<file path="src/hw/rtl/htw_div.sv">
// radix-2 restoring divider, 32-bit dividend by 10-bit divisor
module htw_div (
  input  logic        clk,
  input  logic        rst,
  input  logic        start,
  input  logic [31:0] dividend,
  input  logic [9:0]  divisor,
  output logic        done,
  output logic [31:0] quotient
);

  logic        run;
  logic [4:0]  cnt;
  logic [9:0]  rem;
  logic [9:0]  dsr;
  logic [10:0] trial;

  assign trial = {rem, quotient[31]};

  always_ff @(posedge clk) begin
    if (rst) begin
      run  <= 1'b0;
      done <= 1'b0;
      cnt  <= '0;
    end else begin
      done <= 1'b0;
      if (start) begin
        run      <= 1'b1;
        cnt      <= '0;
        rem      <= '0;
        dsr      <= divisor;
        quotient <= dividend;
      end else if (run) begin
        if (trial >= {1'b0, dsr}) begin
          rem      <= 10'(trial - {1'b0, dsr});
          quotient <= {quotient[30:0], 1'b1};
        end else begin
          rem      <= trial[9:0];
          quotient <= {quotient[30:0], 1'b0};
        end
        cnt <= cnt + 5'd1;
        if (cnt == 5'd31) begin
          run  <= 1'b0;
          done <= 1'b1;
        end
      end
    end
  end

endmodule

</file>
<file path="config.mk">
export PLATFORM = sky130hd
export DESIGN_NAME = htw_div
export DESIGN_NICKNAME = d
export VERILOG_FILES = /design/src/hw/rtl/htw_div.sv
export SDC_FILE = /design/constraint.sdc
export NUM_CORES = 1
export LEC_CHECK = 0
export BUFFER_PORTS_ARGS = -buffer_cell sky130_fd_sc_hd__buf_2
export CORE_ASPECT_RATIO = 0.5
export CORE_MARGIN = 5
export CORE_UTILIZATION = 35
export DETAILED_ROUTE_END_ITERATION = 8
export GPL_ROUTABILITY_DRIVEN = 0
export MAX_ROUTING_LAYER = met4
export PLACE_DENSITY_LB_ADDON = 0.15
export SETUP_SLACK_MARGIN = 0.1
export SKIP_CTS_REPAIR_TIMING = 1
export SYNTH_ARGS = -nofsm -noshare
export SYNTH_HDL_FRONTEND = slang
export SYNTH_SLANG_ARGS = --single-unit
</file>
<file path="constraint.sdc">
create_clock -name clk -period 3 [get_ports clk]
set_clock_uncertainty 0.1 [all_clocks]
set_input_delay 0.3 -clock clk [delete_from_list [all_inputs] [get_ports clk]]
set_output_delay 0.3 -clock clk [all_outputs]
set_load 0.01 [all_outputs]
</file>
==> summary.txt <==
CTS tree: done
nets: 358
hpwl dp: 4.468 mm
setup violators final: 0
FILL cells: 737
slowest stage delay, CP: 520 ps
max_cap viols: 0
worst min-delay path class: in -> reg
crit path launch: rem[7]
DRT Pass-1 Iters: 4
vias per cell: 4.909
Post-synth top flop: edfxtp_1
Port Buf Inserts: 77
Final Critical Period: 2563 ps
FP Rows: 23
die area: 10350 µm²
critical path's top delay family: compound AO/OA/AOI/OAI gates
H-tree Lvls: 3
#FFs+latches synth: 59
initial DRC count: 239
clock buffer depth: 2
FMAX: 390.2 MHz
setup TNS: 0 ps
Max IR drop VDD: 259.3 µV
area grow syn2layout: 29.78%
grt ovf: 0
clk slew on worst S/H paths: 50 ps
vias in the first global route: 2055
Post-synth EDFFs: 52
Synth Warn #: 0
final wirelength: 6.328 mm
register area share after synthesis: 58.44%
initial core utilization: 36.13%
drt drc: 0
Avg WL per Cell: 15.18 µm
antenna-violating nets left: 0
maximum number of pins on one net before global-route repair: 28
synthesized area: 2912 µm²
actual slew at the worst max-slew pin: 651.7 ps
cell count after synthesis: 216
synth unique cells: 42
crit path cell chain: ha_1 -> a21oi_4 -> o311ai_2 -> a311oi_2 -> nand2_2 -> mux2_2
DIE WIDTH: 139.0 µm
Clock Sink Count: 59
num ports: 78
antenna violations before repair: 0
Hold Startpoint: divisor[9]
Rel. slew slack: 56.45%
Finished Cell Area: 3779 µm²
CP required: 2970 ps
Worst path slowest cell: a311oi_2
Syn Area/Cell: 13.48 µm²
share of layout cells above drive strength 1: 44.92%
CP Buf/Inv Count: 0
Hold Vio Cnt, Final: 0
Arr. time, crit path: 2530 ps
die height: 74.50 µm
CP startpoint kind: flip-flop
fraction of registers with async set/reset: 0%
CP max FO: 7
root buffer cell: clkbuf_16
Slew Viols, Final: 0
clk_lat worst skew: 320 ps
Syn Nets: 274
Core ar.: 8058 µm²
worst reg2reg startpoint: rem[7]
Period Utilization, post-route: 85.43%
antenna fix cells: 0
global-route wire length before repair: 9.929 mm
Leakage: 1.528 nW
Placed Instance Area: 3446 µm²
Power Dens Cells: 665.8 nW/µm²
status: completed
Fin Hold WS: 51.21 ps
RSZ-0062 raised after global routing: no
Crit. End Element: flip-flop
CTS Buf Count: 9
Setup CP Type: reg -> reg
Overall Global Routing Usage: 12.90%
vias after detailed routing: 2047
==> cells in the final DEF, fill, tap and decap left out, types with 3 or more instances in the layout <==
master / n
clkbuf_16: 9
o22ai_1: 5
bufinv_16: 3
nand2_1: 10
and3_1: 3
ha_1: 12
a21oi_1: 11
nand3_1: 5
edfxtp_1: 52
inv_1: 13
xnor2_1: 3
nor3_1: 3
dfxtp_1: 7
mux2_2: 32
a211oi_1: 5
o21ai_0: 5
xor2_1: 4
buf_2: 77
nor2_1: 9
==> state kept, by name, indices dropped and copies added (netlist names) <==
| signal | cells |
|---|---|
| run | 1 |
| cnt | 5 |
| rem | 10 |
| done | 1 |
| quotient | 32 |
| dsr | 10 |
==> area by class of cell <==
class | count | area (µm²) | share of cell area, %
timing repair buffer | 80 | 420.4 | 11.13
inverter | 13 | 48.80 | 1.291
tap | 112 | 140.1 | 3.709
clock inverter | 6 | 103.9 | 2.748
multi-input combinational | 137 | 1135 | 30.03
sequential | 59 | 1702 | 45.03
clock buffer | 10 | 229.0 | 6.060
==> power by group <==
group	switching (mW)	internal [mW]
Sequential	0.0276	0.968
Clock	0.348	0.805
Combinational	0.201	0.167
Total	0.576	1.94
==> synthesized netlist by cell type (2+ instances only) <==
| library cell | number | area [µm²] |
|---|---|---|
| a211o_1 | 2 | 17.52 |
| a211oi_1 | 5 | 37.54 |
| a21oi_1 | 11 | 55.05 |
| a31oi_1 | 2 | 12.51 |
| and3_1 | 3 | 18.77 |
| buf_1 | 4 | 15.01 |
| clkbuf_1 | 2 | 7.510 |
| dfxtp_1 | 7 | 140.1 |
| edfxtp_1 | 52 | 1562 |
| ha_1 | 12 | 150.1 |
| inv_1 | 13 | 48.80 |
| mux2_2 | 32 | 360.4 |
| mux2i_1 | 2 | 20.02 |
| nand2_1 | 10 | 37.54 |
| nand2_2 | 2 | 12.51 |
| nand2b_1 | 2 | 12.51 |
| nand3_1 | 5 | 25.02 |
| nor2_1 | 10 | 37.54 |
| nor2b_1 | 2 | 12.51 |
| nor3_1 | 3 | 15.01 |
| o21ai_0 | 5 | 25.02 |
| o22ai_1 | 5 | 31.28 |
| xnor2_1 | 3 | 26.28 |
| xor2_1 | 4 | 35.03 |
==> path summary, 6_finish.rpt <==
path,end,slack (ps),cells after the start
setup / recovery,quotient[0],440,6
hold reg to reg,cnt[3],420,2
setup reg to reg,quotient[0],440,6
hold / removal,dsr[9],50,1
==> kinds of logic after synthesis <==
kind of cell               share of synthesized area [%]
AOI/OAI and AO/OA                                  11.09
xor gates and xnor gates                           2.106
adders and majority gates                          5.844
buffers and inverters                              2.836
DFF                                                58.44
muxes                                              13.06
and+or+nand+nor                                    6.618
==> layer usage <==
layer	up-vias	GRT usage, %	share of wire, %
met5	-	-	0
met4	0	4.881	1.3
met3	11	4.239	5.4
met2	81	21.98	49
met1	969	14.50	45
li1	986	-	-
==> through the flow <==
step | std cells | util, % | setup WS, ps | power [mW]
after CTS | 417 | 46.89 | 474.5 | 2.544
after global routing | 417 | 46.89 | 299.9 | 2.619
after global placement | 401 | 42.76 | 557.5 | 1.373
after floorplan | 216 | - | 641.8 | 1.263
after detailed placement | 401 | 42.76 | 487.6 | 1.375
final | 417 | 46.89 | 437.2 | 2.516
(Power assumes the default switching activity.)
