[config.mk]
export PLATFORM = sky130hd
export DESIGN_NAME = htw_ram
export DESIGN_NICKNAME = d
export VERILOG_FILES = /design/src/hw/rtl/htw_ram.sv
export SDC_FILE = /design/constraint.sdc
export NUM_CORES = 2
export LEC_CHECK = 0
export BUFFER_PORTS_ARGS = -buffer_cell sky130_fd_sc_hd__buf_4
export CAP_MARGIN = 20
export CORE_ASPECT_RATIO = 1.25
export CORE_MARGIN = 3
export CORE_UTILIZATION = 63
export DETAILED_ROUTE_END_ITERATION = 8
export GPL_ROUTABILITY_DRIVEN = 0
export PLACE_DENSITY = 0.8
export SLEW_MARGIN = 20
export SYNTH_ARGS = -nofsm -noshare
export SYNTH_HDL_FRONTEND = slang
export SYNTH_SLANG_ARGS = --single-unit
[constraint.sdc]
create_clock -name clk -period 2.9 [get_ports clk]
set_input_delay 0.435 -clock clk [delete_from_list [all_inputs] [get_ports clk]]
set_output_delay 0.435 -clock clk [all_outputs]
set_load 0.03 [all_outputs]
[src/hw/rtl/htw_ram.sv]
// generic single-port-write, single-port-read ram with registered read
module htw_ram #(
  parameter int WIDTH = 8,
  parameter int DEPTH = 256
) (
  input  logic                     clk,
  input  logic                     we,
  input  logic [$clog2(DEPTH)-1:0] waddr,
  input  logic [WIDTH-1:0]         wdata,
  input  logic [$clog2(DEPTH)-1:0] raddr,
  output logic [WIDTH-1:0]         rdata
);

  logic [WIDTH-1:0] mem [DEPTH];

  always_ff @(posedge clk) begin
    if (we) begin
      mem[waddr] <= wdata;
    end
    rdata <= mem[raddr];
  end

endmodule

==> flow_metrics.py <==
metrics = {
    "power": {
        "p_leak_nw": 29.9,
        "vdd_drop_max_mv": 0.566,
        "p_total_w": 0.0597,
        "p_per_area_nw_per_um2": 649,
    },
    "critical_path": {
        "ff2ff_path_depth": 8,
        "required_ns": 3.57,
        "cp_top_family": "multiplexers",
        "critical_path_peak_fanout": 1,
        "slowest_delay_ns": 0.50,
        "path_buf_inv": 2,
        "r2r_start": "mem[138][0]$_DFFE_PP_",
        "r2r_slack_ns": 0.06,
        "cp-end-kind": "register",
        "cp.arrival_ns": 3.51,
        "r2r_end": "rdata[0]$_DFF_P_",
        "start_kind": "register",
        "slowest_stage": "mux4_2",
        "cp_cell_sequence": "mux4_2 > mux4_2 > nor2_1 > a2111oi_0 > buf_4 > nor3_1 > buf_4 > nor4_2",
        "path_class": "reg2reg",
    },
    "die": {
        "io_pins": 34,
        "die_w_um": 324,
        "rows": 145,
        "initial_core_util_pct": 63.6,
        "die_area_um2": 131000,
        "die_y_um": 403,
        "core_area_um2": 125000,
    },
    "synth": {
        "yosys-top-cells-area": "edfxtp_1 (77%), mux4_2 (13%), mux2i_1 (1.7%)",
        "ys_ff_latch": 2056,
        "synth_top_family_by_area": "multiplexers",
        "synth_nets": 3759,
        "synth_simple_gate_area_share_pct": 2.63,
        "yosysUniqueCellTypes": 55,
        "yosysTopAreaCellShare_pct": 77.3,
        "syn_inst": 3733,
        "yosys.area.top_type": "edfxtp_1",
        "avgSynthCellArea_um2": 21.3,
        "synth-edff-count": 2048,
        "muxShareOfSynthArea_pct": 14.6,
        "async_reset_ff_share_pct": 0,
        "yosys.area_share.adder_pct": 0,
        "synth_compound_area_share_pct": 3.42,
        "yosys_most_used_dff": "edfxtp_1",
        "ys_seq_area_share_pct": 77.5,
        "synth_xor_area_share_pct": 0,
        "syn_area_um2": 79600,
        "yosysWarnings": 0,
    },
    "global_route": {
        "grt_usage_pct": 33.5,
        "grt_pass1_vias": 44200,
        "gr-total-overflow": 0,
        "use_met1_pct": 42.3,
        "grt_first_pass_wirelength_mm": 309,
        "grt.busiest_layer": "met2",
        "antenna_found_initial": 13,
        "grtUsageMet2_pct": 53.3,
        "grt_util_met3_pct": 7.46,
        "grt_max_degree": 114,
    },
    "placement": {
        "dp_hpwl_mm": 133,
        "pre_cts_ws_ns": -0.532,
        "portBuffers": 33,
    },
    "final_layout": {
        "fin_nets": 4393,
        "syn2layout_area_growth_pct": 15.7,
        "drive_gt1_share_pct": 31.5,
        "utilization_pct": 73.6,
    },
    "route": {
        "drt-vias-per-instance": 7.06,
        "drtPass1Iterations": 6,
        "first_iter_violations": 7113,
        "drc": 0,
        "wl_per_cell_um": 34.8,
        "drt-total-wl_mm": 214,
        "route.antenna.remaining_nets": 0,
        "vias": 43300,
    },
    "sta": {
        "tightestPinTransition_ns": 1.13,
        "holdWs_ns": 0.127,
        "max_freq_mhz": 352,
        "hold_violations": 0,
        "drv_slew": 0,
        "period_minus_slack_ns": 2.84,
        "setup_ws_ns": 0.0568,
        "relSlewSlack_pct": 24.3,
        "skew_ns": 0.0314,
        "rsz0062_at_grt": "no",
        "post-route-period-util_pct": 98.0,
        "setup-violations-final": 0,
    },
    "clock_network": {
        "root_buffer": "clkbuf_16",
        "cts.clk_slew.worst_paths_ns": 0.07,
        "ctsResizeCount": 0,
        "cts_tree": "yes",
        "hold_buffers": 0,
        "clkSinkCount": 2056,
        "ctsLongestPathBuffers": 3,
        "cts_setup_buffers": 0,
        "cts_buffers": 181,
        "clkLatencyLatePin_ns": 0.83,
        "h-tree-depth": 4,
    },
    "min_path": {
        "hold_depth": 1,
        "min_to": "mem[204][2]$_DFFE_PP_",
        "hp-class": "in2reg",
        "hold_start": "wdata[2]",
    },
    "outcome": {
        "outcome": "finished, final reports clean",
    },
    "run": {
        "max_cap_viol_count": 0,
    },
}
## worst max path at each step
stage                          start                to  slack [ns]  cells past startpoint
2_1_floorplan               raddr[0]  rdata[2]$_DFF_P_        0.53                      9
3_3_place_gp                raddr[0]  rdata[2]$_DFF_P_       -0.89                      9
3_5_place_dp                raddr[1]  rdata[6]$_DFF_P_       -0.53                     10
4_1_cts         mem[82][6]$_DFFE_PP_  rdata[6]$_DFF_P_        0.09                      8
5_1_grt         mem[87][7]$_DFFE_PP_  rdata[7]$_DFF_P_        0.09                      6
6_report       mem[138][0]$_DFFE_PP_  rdata[0]$_DFF_P_        0.06                      8
## cell usage in the layout, fill, tap and decap left out, types with 12 or more instances in the layout
| cell type | Yosys | layout |
|---|---|---|
| nor4_1 | 24 | 20 |
| o221ai_1 | 46 | 46 |
| clkbuf_16 | 0 | 184 |
| mux2i_1 | 134 | 134 |
| a21oi_1 | 96 | 96 |
| nor2b_1 | 31 | 28 |
| o22ai_1 | 28 | 28 |
| a211oi_1 | 16 | 16 |
| nand2_1 | 33 | 33 |
| nor3_1 | 22 | 20 |
| nand3_1 | 34 | 34 |
| bufinv_16 | 0 | 12 |
| nor2_1 | 282 | 279 |
| a221oi_1 | 13 | 13 |
| mux4_2 | 454 | 454 |
| a22oi_1 | 133 | 133 |
| clkinv_2 | 0 | 43 |
| edfxtp_1 | 2048 | 2048 |
| buf_4 | 27 | 600 |
| clkinv_1 | 1 | 35 |
| clkbuf_1 | 111 | 37 |
| buf_12 | 8 | 74 |
## registers in the layout (all words and copies together) (netlist names)
signal and count:
mem 2048, rdata 8
## cell usage after synthesis, types with 24 or more instances
| master | count |
|---|---|
| buf_2 | 31 |
| o22ai_1 | 28 |
| a21oi_1 | 96 |
| a22oi_1 | 133 |
| nor2b_1 | 31 |
| nor4_1 | 24 |
| nand3_1 | 34 |
| clkbuf_1 | 111 |
| nand2_1 | 33 |
| o221ai_1 | 46 |
| edfxtp_1 | 2048 |
| nor2_1 | 282 |
| mux4_2 | 454 |
| mux2i_1 | 134 |
| buf_4 | 27 |
## through the flow
stage,setup TNS (ns),cell area (um^2),cells
2_1_floorplan,0,79600,3733
3_3_place_gp,-3.26,86300,5801
3_5_place_dp,-2.66,86300,5801
4_1_cts,0,92000,6130
5_1_grt,0,92100,6130
6_report,0,92100,6137
## power by group
group	switching [W]	total (W)	internal, W
Sequential	0.0000756	0.0328	0.0327
Combinational	0.00215	0.00351	0.00136
Clock	0.0106	0.0234	0.0128
## cell families (layout without fill, tap and decap cells)
family | after synthesis | count (layout)
flops | 2056 | 2056
mux | 591 | 591
simple gates | 466 | 466
compound gates | 385 | 385
buf+inv | 235 | 1015
other cells | 0 | 7
## cell type report
type,instances,area [um^2]
clock inverter,108,977
antenna,7,17.5
tap,1617,2020
multi-input combinational,1442,16500
inverter,2,7.51
timing repair buffer,684,6130
sequential,2056,61700
clock buffer,221,4740
fill,6472,33100
## worst register-to-register path, stage by stage, from the launching register on
cell	delay, ns
edfxtp_1	0.41
mux4_2	0.51
mux4_2	0.50
nor2_1	0.23
a2111oi_0	0.13
buf_4	0.19
nor3_1	0.47
buf_4	0.23
nor4_2	0.05
## per-layer routing
metal  up-vias  wire length (um)
li1      16900                 -
met1     22000             67400
met2      3568            105000
met3       799             24500
met4        10             16500
met5         -                66
No activity file was read; power rests on OpenSTA's default activity.
